--- src/mwrm_pkg.sv ---
// mwrm_pkg: shared types and constants for the memory watch region matcher
// holds opcodes, result kinds, region entry layout, controller states and the
// command/status structs between controller and datapath; depends on nothing
`default_nettype none

package mwrm_pkg;

  localparam int ADDR_W  = 64;
  localparam int SIZE_W  = 13;
  localparam int FLAGS_W = 6;
  localparam int INDEX_W = 4;

  // region flag bit positions
  localparam int FLAG_READ     = 0;
  localparam int FLAG_WRITE    = 1;
  localparam int FLAG_BEFORE   = 2;
  localparam int FLAG_AFTER    = 3;
  localparam int FLAG_VIRTUAL  = 4;
  localparam int FLAG_PHYSICAL = 5;

  typedef enum logic {
    OP_ADD   = 1'b0,
    OP_CHECK = 1'b1
  } opcode_t;

  typedef enum logic [1:0] {
    KIND_ADDED = 2'd0,
    KIND_FULL  = 2'd1,
    KIND_HIT   = 2'd2
  } result_kind_t;

  typedef struct packed {
    logic [ADDR_W-1:0]  start;
    logic [ADDR_W-1:0]  stop;
    logic               enabled;
    logic [FLAGS_W-1:0] flags;
  } region_t;

  typedef enum logic [2:0] {
    ST_IDLE,
    ST_ADD,
    ST_READ,
    ST_EVAL,
    ST_FLUSH
  } state_t;

  typedef struct packed {
    logic capture;
    logic add_go;
    logic scan_start;
    logic scan_step;
    logic flush_go;
  } dp_cmd_t;

  typedef struct packed {
    logic is_check;
    logic count_zero;
    logic hit;
    logic pend_valid;
    logic at_end;
    logic out_free;
  } dp_status_t;

endpackage

`default_nettype wire

--- src/mwrm_ctrl.sv ---
// mwrm_ctrl: controller state machine for the watch region matcher
// sequences add and scan of one word at a time; uses mwrm_pkg
`default_nettype none

module mwrm_ctrl (
  input  wire logic                 clk,
  input  wire logic                 rst_n,
  input  wire logic                 in_valid,
  output logic                      in_stall,
  input  wire mwrm_pkg::dp_status_t status,
  output mwrm_pkg::dp_cmd_t         cmd
);

  mwrm_pkg::state_t state_r;
  mwrm_pkg::state_t state_nxt;
  logic             step_ok;

  // a hit with a held hit needs room in the output register
  assign step_ok = !status.hit || !status.pend_valid || status.out_free;

  always_ff @(posedge clk) begin
    if (!rst_n) begin
      state_r <= mwrm_pkg::ST_IDLE;
    end else begin
      state_r <= state_nxt;
    end
  end

  always_comb begin
    state_nxt = state_r;
    case (state_r)
      mwrm_pkg::ST_IDLE: begin
        if (in_valid) begin
          if (!status.is_check) begin
            state_nxt = mwrm_pkg::ST_ADD;
          end else if (!status.count_zero) begin
            state_nxt = mwrm_pkg::ST_READ;
          end
        end
      end
      mwrm_pkg::ST_ADD: begin
        if (status.out_free) begin
          state_nxt = mwrm_pkg::ST_IDLE;
        end
      end
      mwrm_pkg::ST_READ: begin
        state_nxt = mwrm_pkg::ST_EVAL;
      end
      mwrm_pkg::ST_EVAL: begin
        if (step_ok && status.at_end) begin
          state_nxt = mwrm_pkg::ST_FLUSH;
        end
      end
      mwrm_pkg::ST_FLUSH: begin
        if (!status.pend_valid || status.out_free) begin
          state_nxt = mwrm_pkg::ST_IDLE;
        end
      end
      default: begin
        state_nxt = mwrm_pkg::ST_IDLE;
      end
    endcase
  end

  always_comb begin
    cmd      = '0;
    in_stall = (state_r != mwrm_pkg::ST_IDLE);
    case (state_r)
      mwrm_pkg::ST_IDLE: begin
        cmd.capture = in_valid;
      end
      mwrm_pkg::ST_ADD: begin
        cmd.add_go = status.out_free;
      end
      mwrm_pkg::ST_READ: begin
        cmd.scan_start = 1'b1;
      end
      mwrm_pkg::ST_EVAL: begin
        cmd.scan_step = step_ok;
      end
      mwrm_pkg::ST_FLUSH: begin
        cmd.flush_go = status.pend_valid && status.out_free;
      end
      default: begin
        cmd = '0;
      end
    endcase
  end

endmodule

`default_nettype wire

--- src/mwrm_datapath.sv ---
// mwrm_datapath: region memory, access latch, range/kind test and output register
// driven by mwrm_ctrl through dp_cmd_t; uses mwrm_pkg
`default_nettype none

module mwrm_datapath #(
  parameter int MAX_REGIONS = 16
) (
  input  wire logic                                clk,
  input  wire logic                                rst_n,
  input  wire mwrm_pkg::dp_cmd_t                   cmd,
  output mwrm_pkg::dp_status_t                     status,
  input  wire logic                                in_opcode,
  input  wire logic [mwrm_pkg::ADDR_W-1:0]         in_access_pc,
  input  wire logic [mwrm_pkg::ADDR_W-1:0]         in_access_addr,
  input  wire logic [mwrm_pkg::SIZE_W-1:0]         in_access_size,
  input  wire logic                                in_access_write,
  input  wire logic                                in_access_before,
  input  wire logic                                in_access_physical,
  input  wire logic [mwrm_pkg::ADDR_W-1:0]         in_region_start,
  input  wire logic [mwrm_pkg::ADDR_W-1:0]         in_region_stop,
  input  wire logic [mwrm_pkg::FLAGS_W-1:0]        in_region_flags,
  input  wire logic                                in_region_enabled,
  output logic                                     out_valid,
  input  wire logic                                out_stall,
  output logic [1:0]                               out_result_kind,
  output logic [mwrm_pkg::INDEX_W-1:0]             out_region_index,
  output logic [mwrm_pkg::ADDR_W-1:0]              out_hit_pc,
  output logic [mwrm_pkg::ADDR_W-1:0]              out_hit_addr,
  output logic [mwrm_pkg::SIZE_W-1:0]              out_hit_size,
  output logic                                     out_hit_write,
  output logic                                     out_hit_before,
  output logic                                     out_hit_physical,
  output logic                                     out_last
);

  localparam int IDX_W = (MAX_REGIONS > 1) ? $clog2(MAX_REGIONS) : 1;
  localparam int CNT_W = $clog2(MAX_REGIONS + 1);

  mwrm_pkg::region_t mem [MAX_REGIONS];
  mwrm_pkg::region_t rd_data_r;
  mwrm_pkg::region_t wr_data;
  logic              mem_we;
  logic              rd_en;
  logic [IDX_W-1:0]  rd_addr;

  logic [CNT_W-1:0]  count_r;
  logic [IDX_W-1:0]  idx_r;
  logic              full_r;
  logic              full;
  logic              pend_valid_r;
  logic [IDX_W-1:0]  pend_idx_r;

  logic [mwrm_pkg::ADDR_W-1:0] acc_pc_r;
  logic [mwrm_pkg::ADDR_W-1:0] acc_addr_r;
  logic [mwrm_pkg::ADDR_W-1:0] acc_end_r;
  logic [mwrm_pkg::SIZE_W-1:0] acc_size_r;
  logic                        acc_write_r;
  logic                        acc_before_r;
  logic                        acc_physical_r;

  logic range_ok;
  logic dir_ok;
  logic when_ok;
  logic space_ok;
  logic hit;

  logic                          load_add;
  logic                          load_emit;
  logic                          load_any;
  logic                          out_free;
  logic [IDX_W-1:0]              sel_idx;
  logic [IDX_W+mwrm_pkg::INDEX_W-1:0] sel_idx_ext;

  logic                          out_valid_r;
  mwrm_pkg::result_kind_t        out_kind_r;
  logic [mwrm_pkg::INDEX_W-1:0]  out_index_r;
  logic [mwrm_pkg::ADDR_W-1:0]   out_pc_r;
  logic [mwrm_pkg::ADDR_W-1:0]   out_addr_r;
  logic [mwrm_pkg::SIZE_W-1:0]   out_size_r;
  logic                          out_write_r;
  logic                          out_before_r;
  logic                          out_physical_r;
  logic                          out_last_r;

  assign full = (count_r == CNT_W'(MAX_REGIONS));

  // region memory: append at count, read one entry per scan step
  assign wr_data.start   = in_region_start;
  assign wr_data.stop    = in_region_stop;
  assign wr_data.enabled = in_region_enabled;
  assign wr_data.flags   = in_region_flags;
  assign mem_we  = cmd.capture && (in_opcode == mwrm_pkg::OP_ADD) && !full;
  assign rd_en   = cmd.scan_start || cmd.scan_step;
  assign rd_addr = cmd.scan_start ? '0 : idx_r + IDX_W'(1);

  always_ff @(posedge clk) begin
    if (mem_we) begin
      mem[count_r[IDX_W-1:0]] <= wr_data;
    end
    if (rd_en) begin
      rd_data_r <= mem[rd_addr];
    end
  end

  // access latch, end address wraps modulo 2^64
  always_ff @(posedge clk) begin
    if (cmd.capture) begin
      acc_pc_r       <= in_access_pc;
      acc_addr_r     <= in_access_addr;
      acc_end_r      <= in_access_addr + mwrm_pkg::ADDR_W'(in_access_size);
      acc_size_r     <= in_access_size;
      acc_write_r    <= in_access_write;
      acc_before_r   <= in_access_before;
      acc_physical_r <= in_access_physical;
      full_r         <= full;
    end
  end

  always_comb begin
    range_ok = ((acc_addr_r >= rd_data_r.start) && (acc_addr_r < rd_data_r.stop)) ||
               ((acc_end_r > rd_data_r.start) && (acc_end_r <= rd_data_r.stop)) ||
               ((acc_addr_r >= rd_data_r.start) && (acc_end_r <= rd_data_r.stop));
    dir_ok   = acc_write_r ? rd_data_r.flags[mwrm_pkg::FLAG_WRITE]
                           : rd_data_r.flags[mwrm_pkg::FLAG_READ];
    when_ok  = acc_before_r ? rd_data_r.flags[mwrm_pkg::FLAG_BEFORE]
                            : rd_data_r.flags[mwrm_pkg::FLAG_AFTER];
    space_ok = acc_physical_r ? rd_data_r.flags[mwrm_pkg::FLAG_PHYSICAL]
                              : rd_data_r.flags[mwrm_pkg::FLAG_VIRTUAL];
    hit      = rd_data_r.enabled && range_ok && dir_ok && when_ok && space_ok;
  end

  // count, scan index and the held hit
  always_ff @(posedge clk) begin
    if (!rst_n) begin
      count_r      <= '0;
      idx_r        <= '0;
      pend_valid_r <= 1'b0;
    end else begin
      if (cmd.capture) begin
        if (in_opcode == mwrm_pkg::OP_ADD) begin
          idx_r <= count_r[IDX_W-1:0];
        end
        if (mem_we) begin
          count_r <= count_r + CNT_W'(1);
        end
      end
      if (cmd.scan_start) begin
        idx_r        <= '0;
        pend_valid_r <= 1'b0;
      end
      if (cmd.scan_step) begin
        idx_r <= idx_r + IDX_W'(1);
        if (hit) begin
          pend_valid_r <= 1'b1;
        end
      end
      if (cmd.flush_go) begin
        pend_valid_r <= 1'b0;
      end
    end
  end

  always_ff @(posedge clk) begin
    if (cmd.scan_step && hit) begin
      pend_idx_r <= idx_r;
    end
  end

  // output register
  assign out_free  = !out_valid_r || !out_stall;
  assign load_add  = cmd.add_go;
  assign load_emit = cmd.scan_step && hit && pend_valid_r;
  assign load_any  = load_add || load_emit || cmd.flush_go;

  assign sel_idx     = load_add ? (full_r ? '0 : idx_r) : pend_idx_r;
  assign sel_idx_ext = {{mwrm_pkg::INDEX_W{1'b0}}, sel_idx};

  always_ff @(posedge clk) begin
    if (!rst_n) begin
      out_valid_r <= 1'b0;
    end else if (load_any) begin
      out_valid_r <= 1'b1;
    end else if (!out_stall) begin
      out_valid_r <= 1'b0;
    end
  end

  always_ff @(posedge clk) begin
    if (load_any) begin
      out_index_r <= sel_idx_ext[mwrm_pkg::INDEX_W-1:0];
      out_last_r  <= !load_emit;
      if (load_add) begin
        out_kind_r     <= full_r ? mwrm_pkg::KIND_FULL : mwrm_pkg::KIND_ADDED;
        out_pc_r       <= '0;
        out_addr_r     <= '0;
        out_size_r     <= '0;
        out_write_r    <= 1'b0;
        out_before_r   <= 1'b0;
        out_physical_r <= 1'b0;
      end else begin
        out_kind_r     <= mwrm_pkg::KIND_HIT;
        out_pc_r       <= acc_pc_r;
        out_addr_r     <= acc_addr_r;
        out_size_r     <= acc_size_r;
        out_write_r    <= acc_write_r;
        out_before_r   <= acc_before_r;
        out_physical_r <= acc_physical_r;
      end
    end
  end

  assign out_valid        = out_valid_r;
  assign out_result_kind  = out_kind_r;
  assign out_region_index = out_index_r;
  assign out_hit_pc       = out_pc_r;
  assign out_hit_addr     = out_addr_r;
  assign out_hit_size     = out_size_r;
  assign out_hit_write    = out_write_r;
  assign out_hit_before   = out_before_r;
  assign out_hit_physical = out_physical_r;
  assign out_last         = out_last_r;

  assign status.is_check   = (in_opcode == mwrm_pkg::OP_CHECK);
  assign status.count_zero = (count_r == '0);
  assign status.hit        = hit;
  assign status.pend_valid = pend_valid_r;
  assign status.at_end     = ((CNT_W'(idx_r) + CNT_W'(1)) == count_r);
  assign status.out_free   = out_free;

endmodule

`default_nettype wire

--- src/memory_watch_region_matcher_top.sv ---
// memory_watch_region_matcher_top: watchpoint region table and access matcher
// instantiates mwrm_ctrl and mwrm_datapath; uses mwrm_pkg
//
//   channel | direction | handshake          | word
//   in_     | input     | in_valid/in_stall   | add region or check access
//   out_    | output    | out_valid/out_stall | added, table full or hook hit
//
// one word at a time: an add is captured, then loaded into the output register
// when it has room; a check is captured, starts the read, scans the stored regions
// via the single read port, then flushes; a check of an empty table only captures.
// a stalled output holds the scan when a second hit needs the output register.
// synchronous active-low reset empties the table; entries need no clearing.
`default_nettype none

module memory_watch_region_matcher_top #(
  parameter int MAX_REGIONS = 16
) (
  input  wire logic                         clk,
  input  wire logic                         rst_n,
  input  wire logic                         in_valid,
  output logic                              in_stall,
  input  wire logic                         in_opcode,
  input  wire logic [mwrm_pkg::ADDR_W-1:0]  in_access_pc,
  input  wire logic [mwrm_pkg::ADDR_W-1:0]  in_access_addr,
  input  wire logic [mwrm_pkg::SIZE_W-1:0]  in_access_size,
  input  wire logic                         in_access_write,
  input  wire logic                         in_access_before,
  input  wire logic                         in_access_physical,
  input  wire logic [mwrm_pkg::ADDR_W-1:0]  in_region_start,
  input  wire logic [mwrm_pkg::ADDR_W-1:0]  in_region_stop,
  input  wire logic [mwrm_pkg::FLAGS_W-1:0] in_region_flags,
  input  wire logic                         in_region_enabled,
  output logic                              out_valid,
  input  wire logic                         out_stall,
  output logic [1:0]                        out_result_kind,
  output logic [mwrm_pkg::INDEX_W-1:0]      out_region_index,
  output logic [mwrm_pkg::ADDR_W-1:0]       out_hit_pc,
  output logic [mwrm_pkg::ADDR_W-1:0]       out_hit_addr,
  output logic [mwrm_pkg::SIZE_W-1:0]       out_hit_size,
  output logic                              out_hit_write,
  output logic                              out_hit_before,
  output logic                              out_hit_physical,
  output logic                              out_last
);

  mwrm_pkg::dp_cmd_t    cmd;
  mwrm_pkg::dp_status_t status;

  mwrm_ctrl u_ctrl (
    .clk      (clk),
    .rst_n    (rst_n),
    .in_valid (in_valid),
    .in_stall (in_stall),
    .status   (status),
    .cmd      (cmd)
  );

  mwrm_datapath #(
    .MAX_REGIONS (MAX_REGIONS)
  ) u_datapath (
    .clk                (clk),
    .rst_n              (rst_n),
    .cmd                (cmd),
    .status             (status),
    .in_opcode          (in_opcode),
    .in_access_pc       (in_access_pc),
    .in_access_addr     (in_access_addr),
    .in_access_size     (in_access_size),
    .in_access_write    (in_access_write),
    .in_access_before   (in_access_before),
    .in_access_physical (in_access_physical),
    .in_region_start    (in_region_start),
    .in_region_stop     (in_region_stop),
    .in_region_flags    (in_region_flags),
    .in_region_enabled  (in_region_enabled),
    .out_valid          (out_valid),
    .out_stall          (out_stall),
    .out_result_kind    (out_result_kind),
    .out_region_index   (out_region_index),
    .out_hit_pc         (out_hit_pc),
    .out_hit_addr       (out_hit_addr),
    .out_hit_size       (out_hit_size),
    .out_hit_write      (out_hit_write),
    .out_hit_before     (out_hit_before),
    .out_hit_physical   (out_hit_physical),
    .out_last           (out_last)
  );

  // add and table-full words are always the only word of their item
  assert property (@(posedge clk) disable iff (!rst_n)
    (out_valid && (out_result_kind != mwrm_pkg::KIND_HIT)) |-> out_last)
    else $error("add or full word without last");

  // a full table reports index zero and no access echo
  assert property (@(posedge clk) disable iff (!rst_n)
    (out_valid && (out_result_kind == mwrm_pkg::KIND_FULL)) |->
      ((out_region_index == '0) && (out_hit_pc == '0) && (out_hit_addr == '0)))
    else $error("full word carries data");

  // a new word cannot be accepted while a hit is still held
  assert property (@(posedge clk) disable iff (!rst_n)
    (status.pend_valid) |-> in_stall)
    else $error("input accepted with a held hit");

endmodule

`default_nettype wire

--- config.mk ---
export PLATFORM = sky130hd
export DESIGN_NAME = memory_watch_region_matcher_top
export DESIGN_NICKNAME = d
export VERILOG_FILES = /design/src/mwrm_pkg.sv /design/src/mwrm_ctrl.sv /design/src/mwrm_datapath.sv /design/src/memory_watch_region_matcher_top.sv
export SDC_FILE = /design/constraint.sdc
export NUM_CORES = 2
export LEC_CHECK = 0
export ABC_AREA = 1
export BUFFER_PORTS_ARGS = -buffer_cell sky130_fd_sc_hd__buf_2
export CAP_MARGIN = 10
export CORE_ASPECT_RATIO = 1.4
export CORE_UTILIZATION = 37
export DETAILED_ROUTE_END_ITERATION = 6
export GPL_TIMING_DRIVEN = 0
export SYNTH_ARGS = -nofsm -noshare
export SYNTH_HDL_FRONTEND = slang
export SYNTH_SLANG_ARGS = --single-unit
export TNS_END_PERCENT = 30
--- constraint.sdc ---
create_clock -name clk -period 31.9 [get_ports clk]
set_input_delay 6.38 -clock clk [delete_from_list [all_inputs] [get_ports clk]]
set_output_delay 6.38 -clock clk [all_outputs]
set_load 0.005 [all_outputs]
# Word level (Yosys, flattened, before mapping)
# Memories as Yosys holds them, arrays and structs flattened. A register that Yosys moved wholly into a read port is not among the register bits.
# Index checks and enable logic that the tools add are counted.
# classes
n_addsub,4
n_shift,0
div,0
muxes,30
bitwise_logic,2
magnitude_cmp,4
n_eq_ne,13
multipliers,0
reduce_logical,36
# ops
op,count
adder 64 x 13 -> 64 bit,1
>= comparator 64 bit,1
greater-than comparator 64 bit,1
less-or-equal comparator 64 bit,1
less-than comparator 64 bit,1
two-way mux 4 bit,7
two-way mux 3 bit,6
two-way mux 1 bit,16
one-hot mux 3 bit (5 select lines),1
logical AND 1 bit,13
logical OR 1 bit,9
"inequality test 2 x 1 -> 1 bit, second input constant",4
"equality test 3 x 2 -> 1 bit, second input constant",2
zero test 1 bit,6
nonzero test 3 bit,2
"adder 4 x 1 -> 5 bit, second input constant",1
"adder 5 x 1 -> 5 bit, second input constant",1
equality test 5 bit,1
"equality test 5 bit, second input constant",1
zero test 5 bit,1
AND reduction 5 bit,1
"adder 4 x 1 -> 4 bit, second input constant",1
AND reduction 2 bit,2
"equality test 3 x 1 -> 1 bit, second input constant",1
7 further kinds,8
# totals
ram_bits,2160
input_bits,284
latch_bits,0
mem_bits_ro,0
wordCells,113
mem_count,1
regBits,378
# memory_table
name,words,width,rd,rd_ports_with_merged_regs,write_ports,line_no,source
u_datapath.mem,16,135,1,1,1,mwrm_datapath.sv:39,mwrm_pkg::region_t mem [MAX_REGIONS];

# Depth between registers and ports, before layout
# depth
depth_word,17
depth_mapped,25
mapped_depth_nobuf,25

# Hierarchy
# Synthesis repeated with hierarchy kept, for this count alone.
# unflattened
cells_unflattened,7995
hier_area_um2,108580.4
# modules_own_cells
mod,n_inst,area_per_inst_um2,cells_per_inst,seq_area_each_um2
mwrm_datapath,1,108273.8,7942,80066.8
mwrm_ctrl,1,306.5,53,60.1

# Worst setup path before layout
# No wires, ideal clock.
# synth_path
path_type,input to register
from,in in_valid
to,"mem u_datapath.mem[8][0] in the netlist's numbering, enable pin"
setup_ns,0.795
slack_ns,4.590
path_stages,6
required_ns,31.105
arrival_ns,26.515
path_cell_list,inv_1 -> nor2_1 -> nand2_1 -> nor2_2 -> inv_1 -> nor3_1
# synth_lines
element,line_no,source
"start, declared",memory_watch_region_matcher_top.sv:20,"input wire logic in_valid,"
"end, declared",mwrm_datapath.sv:39,

==> impl_metrics.json <==
{
  "clkPwrFrac_pct": 21.8,
  "clock_path_buffers": 4,
  "wl_um": 401900,
  "post_drt_wl_per_cell_um": 31.19,
  "vias": 74473,
  "drc": 3,
  "critical_path_class": "in -> reg",
  "reg2reg_slack_ns": 26.29,
  "period_share_pct": 30.21,
  "max-vdd-ir-drop_mv": 0.07690,
  "syn_area_per_cell_um2": 13.75,
  "drtIter0Drc": 9982,
  "seq_power_share_pct": 32.4,
  "p_int_mw": 7.620,
  "synth_async_sr_flop_share_pct": 0,
  "grt_max_degree": 70,
  "root_buffer": "clkbuf_16",
  "clk_pin_slew_ns": 0.07,
  "syn_inst": 7881,
  "synth.top_cell.area_share_pct": 73.66,
  "clk_latency_ns": 0.99,
  "grt_remaining_overflow": 0,
  "cts_setup_buffers": 0,
  "status": "complete, but fails checks",
  "grt_pass1_wl_um": 551200,
  "r2r-start": "u_datapath.idx_r[0]",
  "coreArea_mm2": 0.2907,
  "dp_hpwl_um": 289800,
  "worstSetupStartpoint": "in_valid",
  "ios": 437,
  "placed_cell_area_mm2": 0.1184,
  "drive_gt1_share_pct": 13.60,
  "h-tree-depth": 4,
  "synth_cell_type_count": 60,
  "final_area_mm2": 0.1268,
  "power_leakage_nw": 43.97,
  "min-delay-path-class": "reg -> reg",
  "cts_resized": 0,
  "numClockSinks": 2673,
  "p_sw_share_pct": 45.65,
  "viasPerCell": 5.779,
  "portBuffers": 436,
  "nets": 9291,
  "clock-skew-final_ns": 0.08414,
  "fmax_mhz": 103.8,
  "p_switching_mw": 6.400,
  "row_count": 234,
  "die_y_um": 642.4,
  "hold_depth": 2,
  "required_ns": 32.54,
  "hp-start": "u_datapath.pend_valid_r",
  "drtPass1Iterations": 7,
  "hold_viol": 0,
  "cts_tree": "done",
  "setup_viol": 0,
  "multi_input_area_mm2": 0.02480,
  "ys_seq_area_share_pct": 73.92,
  "numCtsBuffers": 249,
  "violations": "design-rule violations",
  "relSlewSlack_pct": 10.21,
  "seqCellArea_mm2": 0.08013,
  "n_fill_cell": 26085,
  "power_density_mw_per_mm2": 110.6,
  "place_congestion": 0.9207,
  "track_usage_pct": 26.38,
  "synth_area_mm2": 0.1084,
  "yosys.area.top_type": "edfxtp_1",
  "antenna_found_initial": 117,
  "start_kind": "input port",
  "worstPathArrival_ns": 10.28,
  "grt_pass1_vias": 72338,
  "synth_nets": 8439,
  "synth_flop_cell": "edfxtp_1",
  "end_kind": "flop",
  "synth-edff-count": 2659,
  "synth-warning-count": 0,
  "r2r-end": "u_datapath.rd_data_r[115]",
  "fin_crit_ns": 9.638,
  "min_to": "u_datapath.pend_valid_r",
  "synth-seq-cells": 2673,
  "final_max_slew_viol_count": 0,
  "die_w_um": 459.5,
  "setup_tns_ns": 0,
  "start_util_pct": 37.29,
  "reg2regPathDepth": 9,
  "synth_area_leaders": "edfxtp_1 74%, nor2_1 3.9%, ha_1 3.2%",
  "worst_pin_slew_ns": 1.341,
  "rsz0062_at_grt": "no",
  "syn_to_final_growth_pct": 16.96,
  "critical_path.max_fanout": 20,
  "dieArea_mm2": 0.2952,
  "p_comb_share_pct": 45.8,
  "ctsHoldBuffers": 0,
  "antenna_left": 0,
  "drv_cap": 0
}
==> cell usage in the layout (no fill, tap or decap), types with 16 or more instances in the layout <==
cell,instances
buf_12,85
ha_1,273
o21ai_0,417
o22ai_1,306
o211ai_1,92
inv_1,433
xor2_1,52
a221o_1,47
nor2_1,1097
nand4_1,38
o21ai_1,30
nand3_1,56
a31oi_1,25
buf_2,598
nor3_1,72
a22oi_1,90
o311ai_0,62
bufinv_16,32
a221oi_1,167
diode_2,55
o32ai_1,88
buf_6,55
edfxtp_1,2659
clkinv_1,42
clkbuf_16,253
a21oi_1,469
nor2_4,19
buf_1,16
nand2_1,696
clkinv_2,52
o311ai_1,80
clkbuf_1,318
==> layer usage <==
layer	GRT usage, %	vias up	part of all wire (%)
li1	-	31487	-
met4	18.29	76	7.4
met5	0	-	0.12
met2	43.25	4450	48
met3	6.694	1064	9.9
met1	30.08	37396	35
==> area by class of cell <==
class,count,area share (%)
Sequential cell,2673,63.20
Inverter,442,1.310
Timing Repair Buffer,601,3.962
Multi-Input combinational cell,4303,19.56
Clock inverter,152,1.294
Tap cell,3894,3.843
Antenna cell,55,0.1086
Clock buffer,304,5.160
Buffer,463,1.566
==> state kept, by name, summed over array words and instances (netlist names), 2 cells and up <==
register / count
u_datapath.out_hit_addr: 64
u_datapath.rd_data_r: 135
u_datapath.acc_end_r: 64
u_ctrl.state_r: 3
u_datapath.acc_size_r: 13
u_datapath.out_region_index: 4
u_datapath.acc_pc_r: 64
u_datapath.pend_idx_r: 4
u_datapath.mem: 2160
u_datapath.idx_r: 4
u_datapath.acc_addr_r: 64
u_datapath.out_result_kind: 2
u_datapath.count_r: 5
u_datapath.out_hit_pc: 64
u_datapath.out_hit_size: 13
==> kinds of logic after synthesis <==
kind of cell             share of synthesized area [%]
AO/OA/AOI/OAI                                    11.52
buffers and inverters                            3.357
XOR/XNOR                                        0.5333
AND/OR/NAND/NOR                                  7.499
flip-flops                                       73.92
adder cells (fa/ha/maj)                          3.170
==> through the flow <==
step | hold WS (ns) | cells | utilization, % | power (mW) | setup slack, ns
2_1_floorplan | 0.4543 | 7881 | - | 7.692 | 4.590
3_3_place_gp | 0.4710 | 12211 | 39.71 | 10.76 | -15.35
3_5_place_dp | 0.4842 | 12374 | 40.74 | 10.85 | 21.39
4_1_cts | 0.4941 | 12830 | 43.55 | 13.87 | 22.34
5_1_grt | 0.5101 | 12860 | 43.59 | 14.42 | 22.13
6_report | 0.4885 | 12887 | 43.61 | 14.02 | 22.26
==> synth_stat cells, types with 16 or more instances <==
master and instances:
edfxtp_1 2659, nor2_1 1112, nand2_1 698, a21oi_1 469, inv_1 433, o21ai_0 421
o22ai_1 306, clkbuf_1 275, ha_1 273, a221oi_1 167, buf_2 162, o211ai_1 92
a22oi_1 90, o32ai_1 88, o311ai_1 80, nor3_1 75, o311ai_0 62, nand3_1 56
xor2_1 52, a221o_1 47, nand4_1 38, a31oi_1 28, o21ai_1 26, buf_1 16
==> worst max-delay path by stage <==
stage | to
finish | u_datapath.mem[4][78]
global route | u_datapath.mem[4][78]
CTS | u_datapath.mem[4][78]
detailed placement | u_datapath.mem[4][79]
global placement | u_datapath.mem[8][120]
floorplan | u_datapath.mem[8][0]
==> worst max-delay path, cell delays in order <==
cell and delay, ns:
buf_2 0.17, inv_1 0.09, nor2_4 0.59, buf_12 0.27, nand2_1 0.27, nor2_2 0.26, inv_1 0.17, nor3_2 0.44
buf_6 0.23, buf_6 0.21, buf_6 0.20, buf_6 0.20, buf_8 0.18, buf_6 0.19, buf_6 0.18, buf_6 0.19
==> power by group through the flow <==
stage / registers, mW / clock network, mW / logic [mW]
global placement: 4.74 / 0 / 6.02
floorplan: 4.57 / 0 / 3.12
CTS: 4.54 / 3.07 / 6.26
finish: 4.54 / 3.06 / 6.42
detailed placement: 4.61 / 0 / 6.24
global route: 4.55 / 3.20 / 6.66
No activity file was read; power rests on OpenSTA's default activity.
